[src/imm_ram.sv]
// generic single-write, single-read synchronous ram with registered read
// no dependencies
`default_nettype none

module imm_ram #(
	parameter int WIDTH = 32,
	parameter int DEPTH = 64,
	localparam int AW = (DEPTH > 1) ? $clog2(DEPTH) : 1
) (
	input  logic             clk,
	input  logic             we,
	input  logic [AW-1:0]    waddr,
	input  logic [WIDTH-1:0] wdata,
	input  logic             re,
	input  logic [AW-1:0]    raddr,
	output logic [WIDTH-1:0] rdata
);

	logic [WIDTH-1:0] mem_q [DEPTH];
	logic [WIDTH-1:0] rdata_q;

	always_ff @(posedge clk) begin
		if (we) begin
			mem_q[waddr] <= wdata;
		end
		if (re) begin
			rdata_q <= mem_q[raddr];
		end
	end

	assign rdata = rdata_q;

endmodule

`default_nettype wire

[config.mk]
export PLATFORM = sky130hd
export DESIGN_NAME = imm_ram
export DESIGN_NICKNAME = d
export VERILOG_FILES = /design/src/imm_ram.sv
export SDC_FILE = /design/constraint.sdc
export NUM_CORES = 2
export LEC_CHECK = 0
export BUFFER_PORTS_ARGS = -buffer_cell sky130_fd_sc_hd__buf_2
export CAP_MARGIN = 10
export CORE_MARGIN = 1.5
export CORE_UTILIZATION = 40
export CTS_CLUSTER_SIZE = 40
export DETAILED_ROUTE_END_ITERATION = 6
export SKIP_CTS_REPAIR_TIMING = 1
export SLEW_MARGIN = 20
export SYNTH_ARGS = -nofsm -noshare
export SYNTH_HDL_FRONTEND = slang
export SYNTH_SLANG_ARGS = --single-unit
[constraint.sdc]
create_clock -name clk -period 4.06 [get_ports clk]
set_clock_uncertainty 0.05 [all_clocks]
set_input_delay 0.609 -clock clk [delete_from_list [all_inputs] [get_ports clk]]
set_output_delay 0.609 -clock clk [all_outputs]
set_load 0.01 [all_outputs]
# After elaboration in Yosys (flattened, before gate mapping)
# Memories as Yosys holds them, arrays and structs flattened. A register that Yosys moved wholly into a read port is not among the register bits.
# Index checks and enable logic that the tools add are counted.
[totals]
mem_bits_ro = 0
reg_bits = 0
memories = 1
ramBits = 2048
inputBits = 47
latchBits = 0
output_inout_bits = 32
word_cells = 3
[op_classes]
bitwise_logic = 0
multipliers = 0
magnitude_cmp = 0
addsub = 0
eq_ne = 0
mux = 2
n_shift = 0
n_div = 0
reduce_logical = 0
[memory_table]
columns = ["memory", "words", "word_bits", "read_ports", "rd_clocked_by_memory_dff", "wr", "line", "source"]
rows = [
  ["mem_q", 64, 32, 1, 1, 1, "19", "logic [WIDTH-1:0] mem_q [DEPTH];"],
]
[ops]
columns = ["op", "n"]
rows = [
  ["$mux 1", 2],
]

# Longest topological paths before layout
[logic_depth]
depth_word = 2
depth_mapped = 10
ltp_nobuf = 5

# Worst setup path before layout
# Ideal clock, no wire load.
[synth_path]
path_type = "input-to-reg"
from = "input port waddr[3]"
to = "memory mem_q[48][0], enable pin"
t_arrival_ns = 3.308
t_required_ns = 3.549
path_stages = 4
setup_ns = 0.461
slack_ns = 0.241
path_buffers = 1
path_cell_list = "clkbuf_1 nor2b_1 nand4b_1 nor3_1"
[synth_rtl]
columns = ["element", "line", "source"]
rows = [
  ["from (decl)", "12", "input logic [AW-1:0] waddr,"],
  ["to (decl)", "19", ""],
]
# No word-level cell before the write port.

==> metrics.txt <==
first-pass GRT wire length=291000 um; min Tclk post-route=2.95 ns; crit-path max FO=41; cell count after synthesis=3324; reg2reg end=rdata[14]; drt total wl=208000 um; R2R Setup Slk=1.52 ns; Routability Congestion=0.801; H-tree depth=4; Seq. cell area=62500 um2; number of buffers added on ports=78; site row count=162; worst min path class=primary input to flop; post-layout instance area=90500 um2; adder-cell share of the synthesized area=0; post-synth top area cell=edfxtp_1; power per cell area=490 nW/um2; die area=200000 um2; status=finished, final reports clean; crit start category=primary input; CP Class=primary input to flop; GRT Resource Usage Total=0.210; GR Layer Usage met3=0.0389; Vias=37300; Post-Route Utilization=0.463; final period utilization=0.726; Routed WL per cell=32.4 um; simple-gate share of the synthesized area=0.0126; CTS tree=yes; clk buf depth=3; maxcap violations=0; Area Growth Syn to Fin=14.8%; DP Area=84200 um2; Worst-Skew Late Latency=0.84 ns; # nets final=3682; area of the multi-input gates=16000 um2; CTS Buf Count=195; Synth area leaders=edfxtp_1 (79%), mux4_2 (16%), mux2i_1 (1.2%); Remaining DRCs=0; IO Pins=79; Leakage Power=28.0 nW; layout cells sized above 1=0.311; clk sink count=2080; initial antenna violation count=23; R2R cell count=4; main flop type after synthesis=edfxtp_1; Routed Antenna Nets=0; complex-gate fraction of the synthesized area=0.0167; dpl hpwl=119000 um; M2 GR Usage=0.334; Synth cell types=33; Final setup violation count=0; GRT overflow=0; Critical Path End Type=flop; largest net degree at the start of global routing=65; Die Span X=447 um; mux cell area share after synthesis=0.167; sequential share of the synthesized area=0.792; CP required=4.56 ns; Via-to-Cell Ratio=5.81; DR iter-0 viols=4473; peak supply drop=0.490 mV; Initial Utilization=0.403; YS warnings=0; Die Ht=447 um; met1 usage=0.296; vias in the first global route=37400; syn_nets=3371; Hold Vio Cnt, Final=0; TNS Setup=0 ns; Post-Syn Area=78800 um2; relative slew slack=0.205; Slew @ Worst Pin=1.19 ns; WP data arrival=3.45 ns; clock-pin slew on the worst setup and hold paths=0.07 ns; reg2reg start=mem_q[61][14]; Initial DRT Pass Iterations=7; worst hold path depth=1; max-slew violation count=0; Seq cells post-synth=2080; XOR/XNOR share of the synthesized area=0; asr flop ratio synth=0; Post-synth EDFFs=2080; hold path endpoint=mem_q[19][15]; FMAX=339 MHz; largest family of logic cells by synthesized area=multiplexers; unrepaired setup endpoints after global routing=false; top cell type's share of synthesized area=0.792; FILL cells=16000; Clock Tree Root=clkbuf_16; Mapped Avg Cell Area=23.7 um2; Worst Hold Launch=wdata[15]; Final Total Pwr=44.3 mW; gr busiest metal=met2; core area=195000 um2
==> layer usage <==
| metal | part of all wire | wire length [um] |
|---|---|---|
| met3 | 0.083 | 17400 |
| met1 | 0.41 | 85200 |
| met5 | 0.00036 | 75 |
| met4 | 0.027 | 5680 |
| met2 | 0.48 | 100000 |
==> synth_stat cells (7+ instances only) <==
cell and instances:
a21oi_1 62, a22oi_1 12, a311oi_1 8, buf_1 21, buf_2 57, buf_4 25, clkbuf_1 74, edfxtp_1 2080
mux2i_1 93, mux4_2 544, nand2_1 26, nand2b_1 8, nor2_1 137, nor2b_1 15, nor3_1 7, o221ai_1 27
o22ai_1 84
==> power by group <==
| part | switching (mW) | internal (mW) |
|---|---|---|
| Sequential | 0.0854 | 23.8 |
| Combinational | 1.49 | 0.860 |
| Clock | 7.80 | 10.3 |
| Total | 9.38 | 35.0 |
==> per-stage QoR <==
step	setup WS, ns	instances	hold slack (ns)
after global placement	0.0726	6059	0.765
after floorplan	0.241	3324	0.658
after detailed placement	0.263	6062	0.769
after global routing	1.07	6418	0.157
final	1.11	6428	0.181
after CTS	1.17	6416	0.123
==> cell families (layout without fill, tap and decap cells) <==
kind of cell | Yosys count | in the layout
mux | 637 | 637
other cells | 0 | 12
flops | 2080 | 2080
buf+inv | 182 | 650
simple gates | 223 | 223
compound gates | 202 | 202
==> state kept, by name (all words and copies together), names as in the netlist <==
name / count
mem_q: 2048
rdata: 32
==> worst max-delay path by stage <==
stage,startpoint,endpoint,slack (ns)
after global routing,raddr[1],rdata[27],1.07
after floorplan,waddr[3],mem_q[48][0],0.24
after CTS,raddr[1],rdata[27],1.17
after global placement,raddr[2],rdata[18],0.07
after detailed placement,raddr[1],rdata[27],0.26
final,raddr[1],rdata[27],1.11
==> final cells by class <==
type,instances,area share
clock buffer,241,0.0565
timing repair buffer,296,0.0274
clock inverter,113,0.0126
sequential,2080,0.690
tap,2624,0.0363
antenna,12,0.000332
multi-input combinational,1062,0.177
==> critical path, cell delays in order <==
cell and delay (ns):
buf_8 0.43, buf_4 0.37, buf_4 0.27, mux4_2 0.51
o221ai_1 0.19, a21oi_1 0.17, a21oi_1 0.73, nor2_1 0.09
==> placed cells by master, fill, tap and decap left out, drive strengths merged, types with 8 or more instances in the layout <==
cell type,instances
a21oi,62
inv,9
bufinv,21
nand2b,8
clkbuf,241
edfxtp,2080
o221ai,27
diode,12
a22oi,12
mux2i,93
buf,296
a311oi,8
clkinv,81
o22ai,84
nor2b,15
mux4,544
nor2,137
nand2,26
(Power assumes the default switching activity.)
