--- src/imm_pkg.sv ---
// integer matrix multiply: shared types and codes
// used by every module of the block but imm_ram; depends on nothing
`default_nettype none

package imm_pkg;

	localparam int IDX_W = 3;
	localparam int CFG_W = 4;
	localparam int VAL_W = 32;

	typedef enum logic [1:0] {
		CMD_LOAD_A  = 2'd0,
		CMD_LOAD_B  = 2'd1,
		CMD_COMPUTE = 2'd2
	} cmd_t;

	typedef enum logic [1:0] {
		REG_A_ROWS = 2'd0,
		REG_A_COLS = 2'd1,
		REG_B_ROWS = 2'd2,
		REG_B_COLS = 2'd3
	} reg_idx_t;

	typedef enum logic {
		ST_IDLE,
		ST_RUN
	} state_t;

	// one multiply-accumulate step travelling down the datapath
	typedef struct packed {
		logic             valid;
		logic             first;
		logic             lastk;
		logic             last;
		logic             kill;
		logic             err;
		logic [IDX_W-1:0] row;
		logic [IDX_W-1:0] col;
	} step_t;

endpackage

`default_nettype wire

--- src/imm_mac.sv ---
// integer matrix multiply: multiply stage, accumulator and result register
// depends on imm_pkg
`default_nettype none

module imm_mac #(
	parameter int DATA_WIDTH = 32
) (
	input  logic                      clk,
	input  logic                      arst_n,
	input  imm_pkg::step_t            step_s1,
	input  logic [DATA_WIDTH-1:0]     a_rdata,
	input  logic [DATA_WIDTH-1:0]     b_rdata,
	output logic                      busy,
	output logic                      result_valid,
	output logic [imm_pkg::IDX_W-1:0] out_row,
	output logic [imm_pkg::IDX_W-1:0] out_col,
	output logic [imm_pkg::VAL_W-1:0] product,
	output logic                      last,
	output logic                      dim_error
);

	imm_pkg::step_t          ctl_s2;
	logic [DATA_WIDTH-1:0]   prod_s2;
	logic [DATA_WIDTH-1:0]   acc_q;
	logic signed [DATA_WIDTH-1:0] sum;

	logic                      valid_q, last_q, err_q;
	logic [imm_pkg::IDX_W-1:0] row_q, col_q;
	logic [imm_pkg::VAL_W-1:0] product_q;

	// low bits of the product only, wraps like the sum
	always_ff @(posedge clk) begin
		prod_s2 <= step_s1.kill ? '0 : DATA_WIDTH'(a_rdata * b_rdata);
	end

	assign sum = (ctl_s2.first ? '0 : acc_q) + prod_s2;

	always_ff @(posedge clk or negedge arst_n) begin
		if (!arst_n) begin
			ctl_s2.valid <= 1'b0;
			valid_q      <= 1'b0;
		end else begin
			ctl_s2  <= step_s1;
			valid_q <= ctl_s2.valid && ctl_s2.lastk;
		end
	end

	always_ff @(posedge clk) begin
		if (ctl_s2.valid) begin
			acc_q <= sum;
		end
		if (ctl_s2.valid && ctl_s2.lastk) begin
			product_q <= imm_pkg::VAL_W'(sum);
			row_q     <= ctl_s2.row;
			col_q     <= ctl_s2.col;
			last_q    <= ctl_s2.last;
			err_q     <= ctl_s2.err;
		end
	end

	assign busy         = ctl_s2.valid;
	assign result_valid = valid_q;
	assign out_row      = row_q;
	assign out_col      = col_q;
	assign product      = product_q;
	assign last         = last_q;
	assign dim_error    = err_q;

endmodule

`default_nettype wire

--- config.mk ---
export PLATFORM = sky130hd
export DESIGN_NAME = imm_mac
export DESIGN_NICKNAME = d
export VERILOG_FILES = /design/src/imm_pkg.sv /design/src/imm_mac.sv
export SDC_FILE = /design/constraint.sdc
export NUM_CORES = 1
export LEC_CHECK = 0
export ABC_AREA = 1
export BUFFER_PORTS_ARGS = -buffer_cell sky130_fd_sc_hd__buf_2
export CORE_UTILIZATION = 40
export CTS_CLUSTER_DIAMETER = 100
export DETAILED_ROUTE_END_ITERATION = 10
export PLACE_DENSITY = 0.58
export SLEW_MARGIN = 20
export SYNTH_ARGS = -nofsm -noshare
export SYNTH_HDL_FRONTEND = slang
export SYNTH_SLANG_ARGS = --single-unit
--- constraint.sdc ---
create_clock -name clk -period 2.7 [get_ports clk]
set_input_delay 0.675 -clock clk [delete_from_list [all_inputs] [get_ports clk]]
set_output_delay 0.675 -clock clk [all_outputs]
set_load 0.05 [all_outputs]
# After elaboration in Yosys (flattened, before gate mapping)
# Index checks and enable logic that the tools add are counted.
# totals
reg_bits,116
inputBits,78
word_cells,19
# op_classes
add_sub_neg,1
multipliers,1
mux,1
reduce_logical,1
# ops
operator,n
adder 32 bit,1
multiplier 32 x 32 -> 32 bit,1
two-way mux 32 bit,1
logical AND 1 bit,1

# Depth between registers and ports, before layout
# Gate-level depths: netlist of run 1.
# logic_depth
depth_word,2
depth_mapped,36

# Worst setup path before layout of run 1
# OpenSTA, ideal clock, no wires.
# synth_path
path_type,input to register
from,in a_rdata[12]
to,reg prod_s2[31]
setup_ns,0.115
arrival_time_ns,6.551
t_required_ns,2.585
path_slack_ns,-3.966
path_stages,26
path_cell_list,clkbuf_1 > buf_1 > nand2_1 > fa_1 > inv_1 > fa_1 > inv_1 > fa_1 > inv_1 > fa_1 > inv_1 > fa_1 > fa_1 > fa_1 > inv_1 > fa_1 > ha_1 > inv_1 > nor3_1 > nand2_1 > nor4_1 > nand2_1 > o2111ai_1 > nand3_1 > nand2_1 > nor2_1
# synth_via
elab_chain_cells,1
# synth_lines
element,line,rtl
from (decl),imm_mac.sv:11,"input logic [DATA_WIDTH-1:0] a_rdata,"
multiplier 32 x 32 -> 32 bit,imm_mac.sv:33,prod_s2 <= step_s1.kill ? '0 : DATA_WIDTH'(a_rdata * b_rdata);
to (signal assigned),imm_mac.sv:33,
to (decl),imm_mac.sv:23,logic [DATA_WIDTH-1:0] prod_s2;
# No other way between the ends.
# A chain may end at the register's enable or synchronous reset.

# Worst setup path after layout of run 1
# layout_path
from,in a_rdata[9]
to,reg prod_s2[30]
# The elaborated chain is that of the path after synthesis.

==> results of run 1 <==
## cell families after synthesis
group / Yosys count / synth area share [%]
flops: 116 / 14.3
xor+xnor: 33 / 1.31
simple gates: 973 / 17.4
fa+ha+maj: 563 / 45.9
buf+inv: 920 / 16.0
compound gates: 194 / 5.15
## registers in the layout (all words and copies together) (netlist names)
signal        cells
acc_q            32
busy              1
ctl_s2           10
dim_error         1
last              1
out_col           3
out_row           3
prod_s2          32
product          32
result_valid      1
## Yosys cell counts, types with 9 or more instances
master,count,share of area [%]
a21o_1,11,0.37
a21oi_1,89,2.0
buf_1,13,0.22
buf_2,16,0.36
buf_4,9,0.31
clkbuf_1,70,1.2
dfxtp_1,32,2.9
edfxtp_1,82,11
fa_1,409,37
ha_1,154,8.7
inv_1,805,14
nand2_1,779,13
nand3_1,62,1.4
nor2_1,95,1.6
nor3_1,10,0.23
o21a_1,10,0.34
o21ai_0,44,1.0
o21bai_1,9,0.31
xnor2_1,11,0.44
xor2_1,22,0.87
## critical path, delay by kind of cell
| kind | cells | cell delay (ps) |
|---|---|---|
| AOI/OAI and AO/OA | 1 | 150 |
| adders and majority gates | 9 | 4380 |
| buffers and inverters | 7 | 550 |
| and+or+nand+nor | 7 | 830 |
## stage by stage
step / instances / setup slack (ps) / hold WS [ps] / instance area, sq um / setup TNS (ps)
finish: 3918 / -3580 / 113 / 29600 / -81340
global placement: 3801 / -4170 / 401 / 26100 / -97650
global route: 3918 / -3810 / 124 / 29600 / -88060
detailed placement: 3801 / -4270 / 405 / 26100 / -99220
CTS: 3889 / -3530 / 111 / 28400 / -80530
floorplan: 2799 / -3700 / 379 / 22900 / -81050
## per-layer routing
| layer | wire length [microns] | global-route usage (%) | vias to the layer above |
|---|---|---|---|
| li1 | - | - | 8908 |
| met1 | 29700 | 32.6 | 9313 |
| met2 | 35200 | 44.8 | 476 |
| met3 | 2950 | 2.82 | 105 |
| met4 | 2050 | 7.81 | 0 |
| met5 | 0 | 0 | - |
## worst paths after layout
path                                      startpoint                      to  slack (ps)  cells past startpoint
worst max-delay path                      a_rdata[9]  prod_s2[30]$_SDFF_PP0_       -3580                     24
worst min-delay path                          arst_n  result_valid$_DFF_PN0_         110                      1
worst max register to register  ctl_s2[10]$_DFFE_PP_   product[28]$_DFFE_PP_         -60                     14
worst min register to register   ctl_s2[0]$_DFFE_PP_    out_col[0]$_DFFE_PP_         410                      0
max in group asynchronous                     arst_n          busy$_DFF_PN0_        2360                      1
min in group clk                         step_s1[11]          busy$_DFF_PN0_         360                      1
## cells in the final DEF, fill, tap and decap left out, types with 7 or more instances in the layout
master,n
inv_2,60
o21ai_4,7
xnor2_1,9
buf_12,43
clkbuf_16,23
a21oi_2,26
dfxtp_1,32
fa_1,369
buf_8,14
buf_6,65
buf_2,73
o21a_1,10
nor2_2,14
xor2_1,17
ha_4,61
fa_2,40
nand3_1,50
o21bai_1,7
nand2_2,50
o21ai_1,17
edfxtp_1,82
o21ai_2,10
nand3_2,12
nand2_1,715
nor2_1,69
buf_4,297
a21oi_1,48
a21o_1,11
ha_1,89
nor2_4,13
nand2_4,22
o21ai_0,20
a21oi_4,18
inv_1,749
## cell type report
type,count,area [sq um],area share [%]
Multi-Input combinational cell,1763,17300,58.3
Tap cell,696,871,2.94
Inverter,810,3040,10.3
Clock buffer,21,504,1.70
Timing Repair Buffer,501,4650,15.7
Sequential cell,116,3150,10.6
Clock inverter,11,120,0.405
## timing repair
item	in CTS	in global routing
pin swaps	144	119
resized for setup	342	204
gates cloned	5	3
endpoints found under the setup margin	42	65
setup buffers	52	29
==> out/results.txt, run 1 <==
RSZ-0062 raised after global routing: yes
Slew HR: 54.5%
Post-synth net total: 3440
Final core utilization: 54.7%
Number of CTS-inserted buffers: 17
Min Tclk post-route: 6280 ps
Total Wirelength: 69900 microns
DRC: 0
Site Rows: 85
Yosys warns: 0
Post-Syn Instances: 2799
WL per Instance: 17.8 microns
Slowest stage delay, CP: 580 ps
Root Driver: clkbuf_16
Initial Utilization: 40.7%
P&R area growth vs syn: 34.4%
Antenna Violating Nets Remaining: 0
# clock sinks: 116
Worst Path Arrival: 6600 ps
Async set-reset flop share out of synthesis: 1.72%
TritonRoute pass-1 iters: 5
Min-Delay Path Class: in -> async
Ratio of cells with drive above 1 in the final layout: 27.9%
Hold Vio Cnt, Final: 0
Status: finished with violations
FILL cells: 4866
Core area: 54100 sq um
Primary FF master, synth: edfxtp_1
Max-slew violations: 0
Synth Cell Area: 22000 sq um
GRT Resource Usage Total: 25.4%
Die Area: 56000 sq um
WS Path Type: in -> reg
Number of global-route vias before repair: 20100
Total gr overflow: 0
Critical path endpoint category: flop
Vias/cell: 4.80
CP startpoint kind: input port
Number of flops mapped to enable cells by yosys: 82
Required time of the critical path: 3030 ps
Initial antenna violation count: 0
Library cells used by synthesis: 46
CP max stage cell: fa_1
H-tree levels: 4
Largest net degree at the start of global routing: 33
Via count: 18800
Actual slew at the worst max-slew pin: 682 ps
Die Span X: 237 microns
Clk_skew: 15.3 ps
Global-route wire length before repair: 110000 microns
DP Wirelength: 57200 microns
Worst setup margin: -3580 ps
I/O Pins: 120
Max Fanout on Critical Path: 7
Yosys reg bits: 116
Failing checks: setup timing
Seq/Total Area, Yosys: 14.3%
CP Cell Sequence: buf_6 > buf_12 > nand2_1 > inv_1 > fa_2 > inv_2 > fa_2 > fa_1 > inv_1 > fa_1 > inv_1 > fa_1 > fa_1 > fa_1 > fa_1 > inv_2 > ha_4 > nand2_2 > nor2_4 > nand4_1 > nor4_4 > nand2_1 > a21oi_1 > nor2_1
Fin crit share: 232%
Max clock buf depth: 2
Crit path top cell by count: fa_1
Clock Latency Late Sink: 430 ps
Worst-path clk slew: 60 ps
Avg Cell Area, Syn: 7.87 sq um
CTS tree: yes
Fmax: 159 MHz
1st-iter DRT viols: 1124
Max_cap viols: 0
Setup Viol. Count Final: 36
Layout Nets: 3850
Ant. Diodes: 0
# hold bufs at CTS: 0
# port buffers: 119
Routability cong.: 0.921
Die H: 237 microns
Power of run 1 is not shown: default switching activity piles up to over one toggle a cycle in this logic, so the estimate is an artifact.
==> run 2, diff against run 1 <==
--- a/config.mk
+++ b/config.mk
@@ -8,6 +8,7 @@
 export ABC_AREA = 1
 export BUFFER_PORTS_ARGS = -buffer_cell sky130_fd_sc_hd__buf_2
 export CORE_UTILIZATION = 40
+export CTS_BUF_LIST = sky130_fd_sc_hd__clkbuf_4 sky130_fd_sc_hd__clkbuf_8
 export CTS_CLUSTER_DIAMETER = 100
 export DETAILED_ROUTE_END_ITERATION = 10
 export PLACE_DENSITY = 0.58
==> constraint.sdc (replaced) <==
create_clock -name clk -period 6 [get_ports clk]
set_input_delay 1.5 -clock clk [delete_from_list [all_inputs] [get_ports clk]]
set_output_delay 1.5 -clock clk [all_outputs]
set_load 0.05 [all_outputs]
==> run 2 against run 1 <==
Compared with the run above: the flow still finishes with violations (setup timing); routed wire length is 10% lower; non-clock buffer count is 75 lower; final cell count is 1.9% lower; first-iteration DRC count is 14% lower; via count is 2.3% lower; flip-flop and latch count stayed put; count of clock-buffer cells in the layout is 2 lower; register-to-register slack better by 2900 ps; setup slack better by 2500 ps; critical endpoint is now prod_s2[24]$_SDFF_PP0_; highest routed layer unchanged.
==> out/results.txt, run 2 (synthesis results as in run 1) <==
Reg-to-Reg Start: ctl_s2[10]$_DFFE_PP_ (unchanged)
Crit path top cell by count: fa_1 (unchanged)
Max-slew violations: 0 (unchanged)
Most frequent cells in the layout: 778 x inv_1, 747 x nand2_1, 389 x fa_1, 259 x buf_4, 129 x ha_1 (was 749 x inv_1, 715 x nand2_1, 369 x fa_1, 297 x buf_4, 89 x ha_1)
Clock Latency Late Sink: 440 ps (was 430 ps)
RSZ-0062 raised after global routing: yes (unchanged)
Hold Vio Cnt, Final: 0 (unchanged)
Initial Utilization: 40.7% (unchanged)
Non-Filler Instances: 3843 (was 3918)
DRC: 0 (unchanged)
Number of CTS-inserted buffers: 17 (unchanged)
Critical path endpoint category: flop (unchanged)
Largest net degree at the start of global routing: 35 (was 33)
CTS tree: yes (unchanged)
Worst hold slack: 421 ps (was 113 ps)
Ratio of cells with drive above 1 in the final layout: 20.5% (was 27.9%)
Min Tclk post-route: 7100 ps
H-tree levels: 4 (unchanged)
Fmax: 141 MHz
Critical Path End: prod_s2[24]$_SDFF_PP0_ (was prod_s2[30]$_SDFF_PP0_)
Required time of the critical path: 6370 ps (was 3030 ps)
Worst r2r dst: product[21]$_DFFE_PP_ (was product[28]$_DFFE_PP_)
Die H: 237 microns (unchanged)
Setup crit start: b_rdata[2] (was a_rdata[9])
GRT Resource Usage Total: 23.4% (was 25.4%)
Final core utilization: 50.7% (was 54.7%)
Setup Viol. Count Final: 23 (was 36)
Number of global-route vias before repair: 19600 (was 20100)
1st-iter DRT viols: 963 (was 1124)
Placed cell count: 3771 (was 3801)
Worst Path Arrival: 7460 ps (was 6600 ps)
WL per Instance: 16.4 microns (was 17.8 microns)
Global-route wire length before repair: 102000 microns (was 110000 microns)
Max Fanout on Critical Path: 5 (was 7)
Layout Nets: 3775 (was 3850)
Worst reg2reg path depth: 14 (unchanged)
Min-Delay Path Class: reg -> reg (was in -> async)
Die Area: 56000 sq um (unchanged)
Root Driver: clkbuf_8 (was clkbuf_16)
Clk_skew: 9.86 ps (was 15.3 ps)
Setup_tns: -19500 ps (was -81340 ps)
FILL cells: 5148 (was 4866)
Via count: 18400 (was 18800)
Routability cong.: 0.916 (was 0.921)
Core area: 54100 sq um (unchanged)
CP max stage cell: fa_1 (unchanged)
Ant. Diodes: 0 (unchanged)
Slew HR: 54.7% (was 54.5%)
Worst-path clk slew: 80 ps (was 60 ps)
Reg2Reg Setup Slack: 2840 ps (was -60 ps)
Antenna Violating Nets Remaining: 0 (unchanged)
Commonest non-fill, non-tap cell in the layout: inv_1 (unchanged)
Total Wirelength: 63000 microns (was 69900 microns)
I/O Pins: 120 (unchanged)
Slowest stage delay, CP: 540 ps (was 580 ps)
Failing checks: setup timing (unchanged)
Total gr overflow: 0 (unchanged)
Initial antenna violation count: 0 (unchanged)
P&R area growth vs syn: 24.5% (was 34.4%)
DP Wirelength: 53100 microns (was 57200 microns)
Die Span X: 237 microns (unchanged)
# hold bufs at CTS: 0 (unchanged)
# clock sinks: 116 (unchanged)
Max_cap viols: 0 (unchanged)
# port buffers: 119 (unchanged)
WS Path Type: in -> reg (unchanged)
CP startpoint kind: input port (unchanged)
Worst setup margin: -1100 ps (was -3580 ps)
Actual slew at the worst max-slew pin: 674 ps (was 682 ps)
TritonRoute pass-1 iters: 6 (was 5)
Status: finished with violations (unchanged)
Fin crit share: 118%
Max clock buf depth: 2 (unchanged)
Site Rows: 85 (unchanged)
Vias/cell: 4.78 (was 4.80)
## run 2: changes by cell type in the layout (fill, tap and decap cells not counted), sizes merged
cell    delta
buf       -78
clkbuf     +3
bufbuf     -2
inv        +2
## run 2: per-layer routing
metal	vias to the layer above	routed length (microns)	GRT usage [%]
met1	9082	25900	29.1
met3	114	2780	3.17
met2	409	31800	41.7
met4	0	2470	7.67
met5	-	0	0
li1	8759	-	-
## run 2: worst min path at each step
stage / from / end / slack [ps] / cells past startpoint
finish: ctl_s2[5]$_DFFE_PP_ / out_row[2]$_DFFE_PP_ / 420 / 0
global route: ctl_s2[0]$_DFFE_PP_ / out_col[0]$_DFFE_PP_ / 430 / 0
CTS: ctl_s2[5]$_DFFE_PP_ / out_row[2]$_DFFE_PP_ / 420 / 0
detailed placement: ctl_s2[0]$_DFFE_PP_ / out_col[0]$_DFFE_PP_ / 410 / 0
global placement: ctl_s2[4]$_DFFE_PP_ / out_row[1]$_DFFE_PP_ / 400 / 0
floorplan: ctl_s2[6]$_DFFE_PP_ / dim_error$_DFFE_PP_ / 400 / 0
## run 2: metrics by stage
stage / area (sq um) / worst slack [ps]
floorplan: 22600 / -1230
global placement: 25700 / -1670
detailed placement: 25700 / -1720
CTS: 26800 / -1060
global route: 27400 / -1280
finish: 27400 / -1100
## run 2: critical path, delay by kind of cell
family	cells	cell delay (ps)
fa+ha+maj	9	4260
simple gates	5	710
buf+inv	8	590
compound gates	3	380
## run 2: what timing repair did
item / in CTS / in global routing
pin swaps: 72 / 96
endpoints found under the setup margin: 23 / 24
resized for setup: 143 / 118
cloned: 5 / 5
buffers inserted: 19 / 12
## run 2: layout make-up
cell class | instances | area (sq um) | share of cell area [%]
clock buffer | 19 | 249 | 0.908
clock inverter | 13 | 134 | 0.488
inverter | 810 | 3040 | 11.1
multi-input combinational | 1763 | 16300 | 59.3
sequential | 116 | 3150 | 11.5
tap | 696 | 871 | 3.17
timing repair buffer | 426 | 3710 | 13.5
Power of run 2 is left out for the same reason.
