$ cat src/imm_pkg.sv
// integer matrix multiply: shared types and codes
// used by every module of the block but imm_ram; depends on nothing
`default_nettype none

package imm_pkg;

	localparam int IDX_W = 3;
	localparam int CFG_W = 4;
	localparam int VAL_W = 32;

	typedef enum logic [1:0] {
		CMD_LOAD_A  = 2'd0,
		CMD_LOAD_B  = 2'd1,
		CMD_COMPUTE = 2'd2
	} cmd_t;

	typedef enum logic [1:0] {
		REG_A_ROWS = 2'd0,
		REG_A_COLS = 2'd1,
		REG_B_ROWS = 2'd2,
		REG_B_COLS = 2'd3
	} reg_idx_t;

	typedef enum logic {
		ST_IDLE,
		ST_RUN
	} state_t;

	// one multiply-accumulate step travelling down the datapath
	typedef struct packed {
		logic             valid;
		logic             first;
		logic             lastk;
		logic             last;
		logic             kill;
		logic             err;
		logic [IDX_W-1:0] row;
		logic [IDX_W-1:0] col;
	} step_t;

endpackage

`default_nettype wire

$ cat src/imm_seq.sv
// integer matrix multiply: compute sequencer, walks row, column and inner index
// depends on imm_pkg
`default_nettype none

module imm_seq #(
	parameter int MAX_DIM = 8,
	localparam int AW = (MAX_DIM * MAX_DIM > 1) ? $clog2(MAX_DIM * MAX_DIM) : 1,
	localparam int IW = (MAX_DIM > 1) ? $clog2(MAX_DIM) : 1
) (
	input  logic                      clk,
	input  logic                      arst_n,
	input  logic                      go,
	input  logic [imm_pkg::CFG_W-1:0] a_rows,
	input  logic [imm_pkg::CFG_W-1:0] a_cols,
	input  logic [imm_pkg::CFG_W-1:0] b_rows,
	input  logic [imm_pkg::CFG_W-1:0] b_cols,
	output logic                      rd_en,
	output logic [AW-1:0]             a_raddr,
	output logic [AW-1:0]             b_raddr,
	output imm_pkg::step_t            step_s1,
	output logic                      busy
);

	localparam logic [imm_pkg::CFG_W-1:0] DMAX = imm_pkg::CFG_W'(MAX_DIM);

	imm_pkg::state_t state_q, state_d;
	imm_pkg::step_t  step_c;

	logic [IW-1:0]             i_q, j_q, t_q;
	logic [imm_pkg::CFG_W-1:0] m_q, p_q, tl_q;
	logic                      zero_q, err_q;
	logic [imm_pkg::CFG_W-1:0] m, n, k, p;
	logic                      lasti, lastj, lastk, run_ok;

	// saturate dimensions
	always_comb begin
		m = (a_rows > DMAX) ? DMAX : a_rows;
		n = (a_cols > DMAX) ? DMAX : a_cols;
		k = (b_rows > DMAX) ? DMAX : b_rows;
		p = (b_cols > DMAX) ? DMAX : b_cols;
		run_ok = (n != k) || ((m != '0) && (p != '0));
	end

	assign lastk = (imm_pkg::CFG_W'(t_q) == tl_q);
	assign lastj = (imm_pkg::CFG_W'(j_q) == p_q - imm_pkg::CFG_W'(1));
	assign lasti = (imm_pkg::CFG_W'(i_q) == m_q - imm_pkg::CFG_W'(1));

	// next state
	always_comb begin
		state_d = state_q;
		case (state_q)
			imm_pkg::ST_IDLE: begin
				if (go && run_ok) begin
					state_d = imm_pkg::ST_RUN;
				end
			end
			imm_pkg::ST_RUN: begin
				if (step_c.last) begin
					state_d = imm_pkg::ST_IDLE;
				end
			end
			default: state_d = imm_pkg::ST_IDLE;
		endcase
	end

	// outputs
	always_comb begin
		step_c       = '0;
		step_c.valid = (state_q == imm_pkg::ST_RUN);
		step_c.first = (t_q == '0);
		step_c.lastk = lastk;
		step_c.last  = lastk && lastj && lasti;
		step_c.kill  = zero_q;
		step_c.err   = err_q;
		step_c.row   = imm_pkg::IDX_W'(i_q);
		step_c.col   = imm_pkg::IDX_W'(j_q);
		rd_en        = (state_q == imm_pkg::ST_RUN) && !zero_q;
		a_raddr      = AW'(AW'(i_q) * AW'(MAX_DIM) + AW'(t_q));
		b_raddr      = AW'(AW'(t_q) * AW'(MAX_DIM) + AW'(j_q));
	end

	always_ff @(posedge clk or negedge arst_n) begin
		if (!arst_n) begin
			state_q       <= imm_pkg::ST_IDLE;
			step_s1.valid <= 1'b0;
		end else begin
			state_q <= state_d;
			step_s1 <= step_c;
		end
	end

	always_ff @(posedge clk) begin
		if (state_q == imm_pkg::ST_IDLE) begin
			i_q <= '0;
			j_q <= '0;
			t_q <= '0;
			if (go) begin
				if (n != k) begin
					// single error step: one element, one killed product
					m_q    <= imm_pkg::CFG_W'(1);
					p_q    <= imm_pkg::CFG_W'(1);
					tl_q   <= '0;
					zero_q <= 1'b1;
					err_q  <= 1'b1;
				end else begin
					m_q    <= m;
					p_q    <= p;
					tl_q   <= (n == '0) ? '0 : n - imm_pkg::CFG_W'(1);
					zero_q <= (n == '0);
					err_q  <= 1'b0;
				end
			end
		end else if (lastk) begin
			t_q <= '0;
			if (lastj) begin
				j_q <= '0;
				i_q <= i_q + IW'(1);
			end else begin
				j_q <= j_q + IW'(1);
			end
		end else begin
			t_q <= t_q + IW'(1);
		end
	end

	assign busy = (state_q == imm_pkg::ST_RUN) || step_s1.valid;

endmodule

`default_nettype wire

$ cat config.mk
export PLATFORM = sky130hd
export DESIGN_NAME = imm_seq
export DESIGN_NICKNAME = d
export VERILOG_FILES = /design/src/imm_pkg.sv /design/src/imm_seq.sv
export SDC_FILE = /design/constraint.sdc
export NUM_CORES = 1
export LEC_CHECK = 0
export BUFFER_PORTS_ARGS = -buffer_cell sky130_fd_sc_hd__buf_2
export CORE_AREA = 8 8 73 75
export DETAILED_ROUTE_END_ITERATION = 16
export DIE_AREA = 0 0 81 83
export GPL_ROUTABILITY_DRIVEN = 0
export HOLD_SLACK_MARGIN = 0.15
export PLACE_DENSITY = 0.71
export SETUP_SLACK_MARGIN = 0.1
export SLEW_MARGIN = 40
export SYNTH_ARGS = -nofsm -noshare
export SYNTH_HDL_FRONTEND = slang
export SYNTH_SLANG_ARGS = --single-unit
$ cat constraint.sdc
create_clock -name clk -period 3.8 [get_ports clk]
set_input_delay 0.19 -clock clk [delete_from_list [all_inputs] [get_ports clk]]
set_output_delay 0.19 -clock clk [all_outputs]
set_load 0.01 [all_outputs]
== Word-level counts from Yosys, hierarchy flattened ==
Cells that the tools add are included.

* Bitwise gates (word level): 1
* Eq/ne operators: 4
* $add $sub $neg: 8
* Reductions and logical operators: 16
* Mux-type cells: 9
* $lt $le $gt $ge: 4

{| class="wikitable"
|+ Operators with widths
! kind !! number
|-
| $gt A4 B4 Y1 const B || 4
|-
| $mux W4 || 4
|-
| $add A6 B3 Y6 || 2
|-
| $eq A3 B4 Y1 || 3
|-
| $sub A4 B1 Y4 const B || 3
|-
| $add A3 B1 Y3 const B || 3
|-
| $reduce_bool A4 Y1 || 2
|-
| $logic_and A1 B1 Y1 || 5
|-
| $logic_not A4 Y1 || 1
|-
| $ne A4 B4 Y1 || 1
|-
| $reduce_and A2 Y1 || 2
|-
| $reduce_or A2 Y1 || 2
|-
| $logic_not A3 Y1 || 1
|-
| $mux W1 || 3
|-
| $mux W3 || 1
|-
| $logic_or A1 B1 Y1 || 2
|-
| $pmux W1 S2 || 1
|-
| $logic_not A1 Y1 || 1
|-
| $not A1 Y1 || 1
|}

* Output and inout bits: 26
* Bits of input ports: 19
* Register bits: 36

== Longest topological paths before layout ==
Gate-level depths: netlist of run 1.

* Depth after elaboration: 8
* Mapped depth: 7

== Worst setup path after synthesis of run 1 ==
Ideal clock, no wire load.

* Kind: reg2reg
* Start: register t_q[2]
* End: register state_q
* Buffers on the path: 1
* Setup time: 0.127 ns
* Cell stages (with the launch flop): 8
* Slack: 2.001 ns
* Data arrival time: 1.671 ns
* Required time: 3.673 ns
* Cell sequence: dfxtp_1 xor2_1 or4_4 buf_6 clkinv_8 nand3_4 nor4_4 a21oi_1

{| class="wikitable"
|+ RTL lines
! item !! RTL line !! RTL
|-
| from (decl) || imm_seq.sv:29 || <nowiki>logic [IW-1:0] i_q, j_q, t_q;</nowiki>
|-
| from (signal assigned) || imm_seq.sv:122 || <nowiki>t_q <= t_q + IW'(1);</nowiki>
|-
| to (signal assigned) || imm_seq.sv:84 || <nowiki>state_q <= imm_pkg::ST_IDLE;</nowiki>
|-
| to (signal assigned) || imm_seq.sv:87 || <nowiki>state_q <= state_d;</nowiki>
|-
| to (decl) || imm_seq.sv:26 || <nowiki>imm_pkg::state_t state_q, state_d;</nowiki>
|}

==> reports/results.tsv, run 1 <==
metric	value	unit
Initial Utilization	42.9	%
first-pass GRT wire length	5160	um
count of cell types in the netlist	43	
fmax	530	MHz
Layout Utilization	49.9	%
clock slew seen by the registers of the worst setup and hold paths	0.06	ns
yosys warns	0	
hold_ws	0.200	ns
Crit Path Class	flip-flop to flip-flop	
Detailed Routing Iterations Pass 1	4	
vias in the first global route	1186	
Cell Rows	24	
max_cap viols	0	
slowest stage delay, CP	0.40	ns
antenna violations before repair	0	
share of cells above drive strength 1	30.9	%
minimum clock period after layout	1.89	ns
area of the multi-input gates	678	um^2
status	finished, final reports clean	
commonest non-fill, non-tap cell in the layout	buf_2	
GRT Residual Overflow	0	
1st-iter DRT viols	51	
Slew Limit Fails	0	
Worst-Margin Slew	0.615	ns
die height	83	um
# IOs	45	
HP Class	input port to flip-flop	
nature of the critical path endpoint	flip-flop	
clock sink count	36	
Core ar.	4200	um^2
Synth Instances	153	
Primary FF master, synth	edfxtp_1	
maximum buffer depth of the clock tree	2	
Vias	1173	
Setup Skew	0.00276	ns
# fillers	398	
final wirelength	2940	um
Num CTS Buffers	5	
Tcrit/Tclk final	49.7	%
Syn-to-layout area delta	16.4	%
CP required	3.95	ns
worst-path fanout max	4	
worst r2r src	p_q[0]	
crit path from	p_q[0]	
final hold violation count	0	
top cell type by total area after synthesis	edfxtp_1	
register bit total from synthesis	36	
# H-tree levels	2	
Root Driver	clkbuf_8	
Critical Path AT	2.04	ns
Hold Crit Start	a_rows[2]	
PD cells	513	nW/um^2
commonest cells after routing, fill and taps aside	buf_2 (45), edfxtp_1 (25), nor2_1 (13)	
synth top area cells	edfxtp_1 (42%), dfxtp_1 (10%), ha_1 (4.9%), buf_4 (4.6%), xnor2_1 (3.4%)	
post-CTS setup buffers	0	
Rel. slew slack	58.8	%
sequential element share of the synthesized area	54.4	%
Via density	4.77	
Post-Route Setup TNS	0	ns
port bufs	44	
largest net degree at the start of global routing	17	
final net count	219	
number of flops mapped to enable cells by yosys	25	
die area	6720	um^2
ANT nets after route	0	
Leakage Power	0.896	nW
share of the synthesized area in the top cell type	41.6	%
worst skew pair latency	0.28	ns
RSZ-0062 raised after global routing	no	
die width	81	um
ys async rst share	5.56	%
synthesized net count	179	
slowest cell on the critical path	edfxtp_1	
CTS tree	built	
diode count	0	
hpwl dp	2300	um
post-route DRC violation count	0	
Sequential Area	981	um^2
post-synthesis cell area	1800	um^2
syn avg cell area	11.8	um^2
gr usage total	9.64	%
Peak supply drop	0.149	mV
CP Cell Sequence	inv_1 -> ha_1 -> xnor2_1 -> o211a_1 -> nand3_4 -> nor4_4 -> a21oi_1	
Setup-failing EPs final	0	
Critical Path Source Type	flip-flop	
WL per Instance	12.0	um
synthesized netlist by cell type, types with 2 or more instances:
cell      number
o21ai_1        2
dfxtp_1        9
dfrtp_1        2
nand2b_1       3
nor2b_1        4
a21boi_0       2
and2_1         6
nand3_1        2
o21ai_0        2
xor2_1         7
inv_1          9
nand2_1       10
ha_1           7
a21oi_1        2
nor3_1         4
edfxtp_1      25
a21o_1         3
nor2_1        13
buf_4         11
xnor2_1        7
worst paths after layout:
path / endpoint / slack, ns / cells past startpoint
worst max-delay path: state_q / 1.91 / 7
worst min-delay path: m_q[2] / 0.20 / 2
worst max register to register: state_q / 1.91 / 7
worst min register to register: step_s1[6] / 0.45 / 0
max in group asynchronous: state_q / 3.25 / 2
min in group asynchronous: step_s1[11] / 0.32 / 2
where the power goes:
part / internal [W] / switching, W / leakage, nW
Combinational: 0.000132 / 0.000141 / 0.523
Clock: 0.000148 / 0.000119 / 0.0455
Sequential: 0.000480 / 0.0000568 / 0.328
Total: 0.000759 / 0.000317 / 0.896
state kept, by name, indices dropped and copies added (netlist names):
name     flops
zero_q       1
tl_q         4
j_q          3
m_q          4
p_q          4
step_s1     12
state_q      1
err_q        1
i_q          3
t_q          3
stage by stage:
stage	instances	area [um^2]	total power, W	worst slack, ns
2_1_floorplan	153	1800	0.000759	2.00
3_3_place_gp	236	1990	0.000815	1.91
3_5_place_dp	236	1990	0.000825	1.89
4_1_cts	245	2090	0.00109	1.88
5_1_grt	246	2100	0.00114	1.75
6_report	246	2100	0.00108	1.91
per-layer routing:
layer  track usage [%]  vias up  routed length (um)
met5                 0        -                   0
met4              5.37        0                  60
met3              4.09        4                 265
met2              14.7       37                1360
met1              10.9      529                1250
li1                  -      603                   -
worst max-delay path: cells and delay by family, from the launching register on:
kind	cells	cell delay [ns]
AOI/OAI and AO/OA	2	0.39
adders and majority gates	1	0.20
DFF	1	0.40
and+or+nand+nor	2	0.43
xor gates and xnor gates	1	0.27
buffers and inverters	1	0.06
what timing repair did:
item	4_1_cts	5_1_grt
hold endpoints to repair	2	0
gates resized for setup	0	0
hold buffers	1	0
kinds of logic after synthesis:
logic type | after synthesis | share of synthesized area [%]
xor gates and xnor gates | 14 | 6.80
AOI/OAI and AO/OA | 19 | 8.04
buffers and inverters | 23 | 8.18
and+or+nand+nor | 54 | 17.8
DFF | 36 | 54.4
adders and majority gates | 7 | 4.85
final cells by class:
class,count,area share (%)
Timing Repair Buffer,46,11.2
Multi-Input combinational cell,94,32.3
Sequential cell,36,46.7
Inverter,10,2.38
Tap cell,52,3.10
Clock buffer,8,4.29
Note: power is estimated with default switching activity, not from simulation.
==> run 2: changes to the inputs <==
- ABC_AREA: not set -> 1
- CORE_AREA: 8 8 73 75 -> 8 8 74 76
- DIE_AREA: 0 0 81 83 -> 0 0 82 84
- clock period: 3.8 -> 1.9 ns (I/O delays scaled with it)
==> run 2 against run 1 <==
  * Power grew 46%
  * First-iteration DRC count grew 3.9%
  * Clock power grew 140%
==> reports/results.tsv, run 2 <==
metric	value	unit	change
status	finished, final reports clean		unchanged
share of the synthesized area in the top cell type	40.0	%	was 41.6%
Initial Utilization	44.0	%	was 42.9%
slowest cell on the critical path	edfxtp_1		unchanged
Synth Instances	218		was 153
PD cells	705	nW/um^2	was 513 nW/um^2
fmax	632	MHz	was 530 MHz
# H-tree levels	2		unchanged
Critical Path Source Type	flip-flop		unchanged
GRT Residual Overflow	0		unchanged
die area	6890	um^2	was 6720 um^2
Vias	1401		was 1,173
slowest stage delay, CP	0.41	ns	was 0.40 ns
synthesized net count	244		was 179
post-synthesis mux area share	0	%	unchanged
Post-Route Setup TNS	0	ns	unchanged
count of cell types in the netlist	24		was 43
Largest register FFs	12		unchanged
Worst-Margin Slew	0.413	ns	was 0.615 ns
Tcrit/Tclk final	83.3	%	was 49.7%
register bit total from synthesis	36		unchanged
post-CTS setup buffers	0		unchanged
maximum buffer depth of the clock tree	2		unchanged
syn avg cell area	8.60	um^2	was 11.8 um^2
# IOs	45		unchanged
Crit Path Class	flip-flop to flip-flop		unchanged
vias in the first global route	1282		was 1,186
post-synthesis xor/xnor area fraction	1.87	%	was 6.80%
pre-CTS WS	0.315	ns	was 1.89 ns
commonest non-fill, non-tap cell in the layout	nand2_1		was buf_2
synth cell count leaders	nand2_1 (55), inv_1 (37), edfxtp_1 (25)		was edfxtp_1 (25), nor2_1 (13), buf_4 (11)
final hold violation count	0		unchanged
hpwl dp	2510	um	was 2300 um
yosys warns	0		unchanged
Setup-failing EPs final	0		unchanged
minimum clock period after layout	1.58	ns	was 1.89 ns
die width	82	um	was 81 um
Root Driver	clkbuf_8		unchanged
first-pass GRT wire length	5290	um	was 5160 um
adder-cell share of the synthesized area	4.67	%	was 4.85%
gr usage total	9.69	%	was 9.64%
synth top area cells	edfxtp_1 (40%), nand2_1 (11%), dfxtp_1 (9.6%), inv_1 (7.4%), nor2_1 (4.8%)		was edfxtp_1 (42%), dfxtp_1 (10%), ha_1 (4.9%), buf_4 (4.6%), xnor2_1 (3.4%)
Core ar.	4260	um^2	was 4200 um^2
post-route DRC violation count	0		unchanged
most used cell along the critical path	nand2_1		
CTS tree	built		unchanged
antenna violations before repair	0		unchanged
diode count	0		unchanged
final net count	289		was 219
simple-gate share of the synthesized area	26.2	%	was 17.8%
final instance area	2230	um^2	was 2100 um^2
sequential element share of the synthesized area	52.3	%	was 54.4%
Synth Area in Compound Gates	3.00	%	was 8.04%
Setup Skew	0.00338	ns	was 0.00276 ns
clock sink count	36		unchanged
worst-path fanout max	5		was 4
nature of the critical path endpoint	flip-flop		unchanged
largest family of logic cells by synthesized area	simple AND/OR/NAND/NOR gates		unchanged
Leakage Power	1.11	nW	was 0.896 nW
clock slew seen by the registers of the worst setup and hold paths	0.07	ns	was 0.06 ns
number of flops mapped to enable cells by yosys	25		unchanged
CP Cell Sequence	inv_2 -> ha_1 -> inv_1 -> nand2_1 -> nand2_1 -> nand2_1 -> nand2_1 -> nor2_1 -> nand3_1 -> nor2_1 -> nor2_1		was inv_1 -> ha_1 -> xnor2_1 -> o211a_1 -> nand3_4 -> nor4_4 -> a21oi_1
worst skew pair latency	0.28	ns	about the same
final setup margin	0.318	ns	was 1.91 ns
critical path buffer and inverter count	2		was 1
most frequent cell after synthesis	nand2_1		was edfxtp_1
Via density	4.43		was 4.77
commonest cells after routing, fill and taps aside	nand2_1 (55), buf_2 (44), inv_1 (37)		was buf_2 (45), edfxtp_1 (25), nor2_1 (13)
die height	84	um	was 83 um
Peak supply drop	0.268	mV	was 0.149 mV
max_cap viols	0		unchanged
top cell type by total area after synthesis	edfxtp_1		unchanged
Rel. slew slack	72.3	%	was 58.8%
ANT nets after route	0		unchanged
share of cells above drive strength 1	24.6	%	was 30.9%
CP required	2.08	ns	was 3.95 ns
Critical Path AT	1.76	ns	was 2.04 ns
port bufs	44		unchanged
# fillers	425		was 398
post-synthesis cell area	1880	um^2	was 1800 um^2
area post-placement	2100	um^2	was 1990 um^2
final wirelength	3130	um	was 2940 um
Slew Limit Fails	0		unchanged
HP Class	input port to flip-flop		unchanged
1st-iter DRT viols	53		was 51
RSZ-0062 raised after global routing	no		unchanged
Largest Register	step_s1		unchanged
Num CTS Buffers	5		unchanged
CTS resizes	0		unchanged
Syn-to-layout area delta	19.1	%	was 16.4%
Layout Utilization	52.4	%	was 49.9%
WL per Instance	9.92	um	was 12.0 um
ys async rst share	5.56	%	unchanged
Detailed Routing Iterations Pass 1	4		unchanged
largest net degree at the start of global routing	16		was 17
Worst path top cell family by delay	simple AND/OR/NAND/NOR gates		unchanged
Primary FF master, synth	edfxtp_1		unchanged
Cell Rows	24		unchanged
[run 2: final timing paths]
check                           from           to  slack, ns  cells after the start
min                        a_cols[0]      tl_q[0]       0.16                      2
max reg2reg                   p_q[0]       i_q[0]       0.32                     11
min reg2reg                    err_q   step_s1[6]       0.42                      0
max                           p_q[0]       i_q[0]       0.32                     11
min in group asynchronous     arst_n  step_s1[11]       0.23                      2
max in group asynchronous     arst_n      state_q       1.45                      2
[run 2: kinds of logic after synthesis]
logic type,after synthesis
and+or+nand+nor,109
DFF,36
xor gates and xnor gates,4
buffers and inverters,51
adders and majority gates,7
AOI/OAI and AO/OA,11
[run 2: timing repair]
action                                  CTS  global route
endpoints found under the setup margin    0             0
hold buffers                              3             0
hold endpoints to repair                  5             0
[run 2: worst register-to-register path, cell delays in order (launching register included)]
cell and delay [ns]:
edfxtp_1 0.41, inv_2 0.10, ha_1 0.16, inv_1 0.04
nand2_1 0.07, nand2_1 0.05, nand2_1 0.05, nand2_1 0.06
nor2_1 0.16, nand3_1 0.19, nor2_1 0.14, nor2_1 0.06
[run 2: metal layers]
layer	global-route usage, %	wire length (um)	up-vias
met2	15.2	1400	40
li1	-	-	770
met4	4.79	51	0
met1	11.0	1430	587
met5	0	0	-
met3	3.88	260	4
[run 2: cell type report]
cell class	count	area [um^2]	area share (%)
sequential	36	981	43.9
timing repair buffer	48	258	11.5
multi-input combinational	131	669	30.0
clock inverter	2	35.0	1.57
clock buffer	6	72.6	3.25
tap	52	65.1	2.91
inverter	41	154	6.89
[run 2: metrics by stage]
step | std cells | hold slack (ns) | power, W
after global placement | 305 | -0.00821 | 0.000951
final | 316 | 0.157 | 0.00158
after global routing | 316 | 0.172 | 0.00164
after CTS | 316 | 0.151 | 0.00159
after detailed placement | 305 | -0.00599 | 0.000952
after floorplan | 218 | -0.201 | 0.000910
[run 2: power breakdown]
part | switching, W | internal [W] | total [W] | leakage, nW
registers | 0.00000116 | 0.000843 | 0.000844 | 0.328
logic | 0.0000557 | 0.0000390 | 0.0000946 | 0.729
clock network | 0.000248 | 0.000389 | 0.000637 | 0.0552
total | 0.000305 | 0.00127 | 0.00158 | 1.11
==> run 3: changes to the inputs <==
- clock period: 1.9 -> 1.6 ns (I/O delays scaled with it)
==> run 3 against run 2 <==
  * Non-clock buffer count grew 3
  * Power is 8.6% higher
  * Worst hold slack better by 0.0079 ns
  * Sequential share of layout area fell by 0.96 points
  * Sequential power up 18%
  * Global-route usage is 0.48 points higher
  * Utilization increased by 1.2 points
  * Count of clock-buffer cells in the layout decreased by 1
  * Critical path depth unchanged
  * Clock power shrank 7.4%
  * Largest cell class unchanged
==> reports/results.tsv, run 3 (synthesis gave the netlist of run 2 again) <==
metric	value	unit	change
Tcrit/Tclk final	92.5	%	was 83.3%
GRT Residual Overflow	0		unchanged
die height	84	um	unchanged
Vias	1469		was 1,401
worst-path fanout max	4		was 5
# IOs	45		unchanged
PD cells	748	nW/um^2	was 705 nW/um^2
Via density	4.61		was 4.43
vias in the first global route	1375		was 1,282
status	finished, final reports clean		unchanged
Setup-failing EPs final	0		unchanged
Cell Rows	24		unchanged
Detailed Routing Iterations Pass 1	4		unchanged
ANT nets after route	0		unchanged
Root Driver	clkbuf_8		unchanged
CP required	1.78	ns	was 2.08 ns
worst skew pair latency	0.28	ns	about the same
port bufs	44		unchanged
Initial Utilization	44.0	%	unchanged
WL per Instance	10.5	um	was 9.92 um
Peak supply drop	0.271	mV	was 0.268 mV
final instance area	2280	um^2	was 2230 um^2
die area	6890	um^2	unchanged
final wirelength	3340	um	was 3130 um
Largest register FFs	12		unchanged
Core ar.	4260	um^2	unchanged
antenna violations before repair	0		unchanged
Post-Route Setup TNS	0	ns	unchanged
HP Class	input port to flip-flop		unchanged
r2r setup slk	0.12	ns	was 0.32 ns
Critical Path Source Type	flip-flop		unchanged
Largest Register	step_s1		unchanged
Worst-Margin Slew	0.402	ns	was 0.413 ns
pre-CTS WS	0.0387	ns	was 0.315 ns
hpwl dp	2600	um	was 2510 um
Setup Skew	0.00579	ns	was 0.00338 ns
clock sink count	36		unchanged
1st-iter DRT viols	67		was 53
die width	82	um	unchanged
diode count	0		unchanged
Layout Utilization	53.6	%	was 52.4%
Hold Path Depth	3		was 2
commonest non-fill, non-tap cell in the layout	nand2_1		unchanged
nature of the critical path endpoint	flip-flop		unchanged
first-pass GRT wire length	5620	um	was 5290 um
maximum buffer depth of the clock tree	2		unchanged
max_cap viols	0		unchanged
Slew Limit Fails	0		unchanged
Leakage Power	1.12	nW	was 1.11 nW
Crit Path Class	flip-flop to flip-flop		unchanged
Tot Pwr	0.00171	W	was 0.00158 W
worst reg2reg path depth	11		unchanged
fmax	676	MHz	was 632 MHz
post-route DRC violation count	0		unchanged
Num CTS Buffers	5		unchanged
CTS tree	built		unchanged
worst r2r src	p_q[0]		unchanged
Critical R2R Capture	state_q		was i_q[0]
RSZ-0062 raised after global routing	yes		was no
minimum clock period after layout	1.48	ns	was 1.58 ns
Syn-to-layout area delta	21.8	%	was 19.1%
Hold Crit Start	b_cols[1]		was a_cols[0]
hold endpoint	p_q[1]		was tl_q[0]
commonest cells after routing, fill and taps aside	nand2_1 (52), buf_2 (44), inv_1 (35)		was nand2_1 (55), buf_2 (44), inv_1 (37)
Critical Path AT	1.66	ns	was 1.76 ns
largest net degree at the start of global routing	16		unchanged
share of cells above drive strength 1	28.8	%	was 24.6%
final net count	292		was 289
gr usage total	10.2	%	was 9.69%
Rel. slew slack	73.0	%	was 72.3%
final hold violation count	0		unchanged
final setup margin	0.120	ns	was 0.318 ns
area post-placement	2100	um^2	about the same
clock slew seen by the registers of the worst setup and hold paths	0.07	ns	about the same
# H-tree levels	2		unchanged
## run 3: cell types whose count changed in the layout (fill, tap and decap cells not counted), sizes merged
| cell | previous run | this run |
|---|---|---|
| dlygate4sd3 | 3 | 5 |
| clkbuf | 6 | 5 |
| clkinv | 1 | 3 |
| buf | 45 | 46 |
| bufinv | 1 | 0 |
## run 3: where the power goes
group	total (W)	switching, W	internal, W
clock	0.000590	0.000296	0.000295
combinational	0.000117	0.0000679	0.0000495
sequential	0.00100	0.00000173	0.00100
total	0.00171	0.000365	0.00134
## run 3: worst max-delay path by stage
stage	slack (ns)	endpoint	startpoint
6_report	0.12	state_q	p_q[0]
5_1_grt	-0.002	state_q	p_q[0]
4_1_cts	0.11	i_q[1]	p_q[0]
3_5_place_dp	0.04	state_q	p_q[0]
3_3_place_gp	0.10	state_q	p_q[0]
2_1_floorplan	0.17	state_q	p_q[0]
## run 3: critical path, cell delays in order, from the launching register on
cell	delay [ns]
edfxtp_1	0.36
inv_2	0.07
ha_4	0.27
inv_2	0.04
nand2_2	0.05
nand2_2	0.06
nor2_4	0.16
nand3_2	0.07
nor2_1	0.10
nand3_1	0.09
nand2_1	0.07
nand2_1	0.05
## run 3: through the flow
stage	cells	hold slack [ns]
finish	319	0.165
global route	319	0.159
CTS	318	0.160
detailed placement	305	-0.0179
global placement	305	-0.0249
floorplan	218	-0.216
## run 3: cell type report
class                           count  area [um^2]
Clock buffer                        5         68.8
Fill cell                         416         1980
Sequential cell                    36          981
Inverter                           41          154
Clock inverter                      3         13.8
Tap cell                           52         65.1
Multi-Input combinational cell    131          717
Timing Repair Buffer               51          285
## run 3: what timing repair did
item                       in CTS  in global routing
pin swaps                       0                  6
resized for setup               4                  8
gates cloned                    0                  0
hold buffers                    5                  0
hold endpoints to repair        8                  0
setup endpoints to repair       5                  8
setup buffers                   0                  1
## run 3: layer usage
layer | wire length [um] | global-route usage [%] | up-vias
li1 | - | - | 776
met1 | 1460 | 11.5 | 644
met2 | 1530 | 16.1 | 43
met3 | 271 | 3.66 | 6
met4 | 76 | 5.27 | 0
met5 | 0 | 0 | -
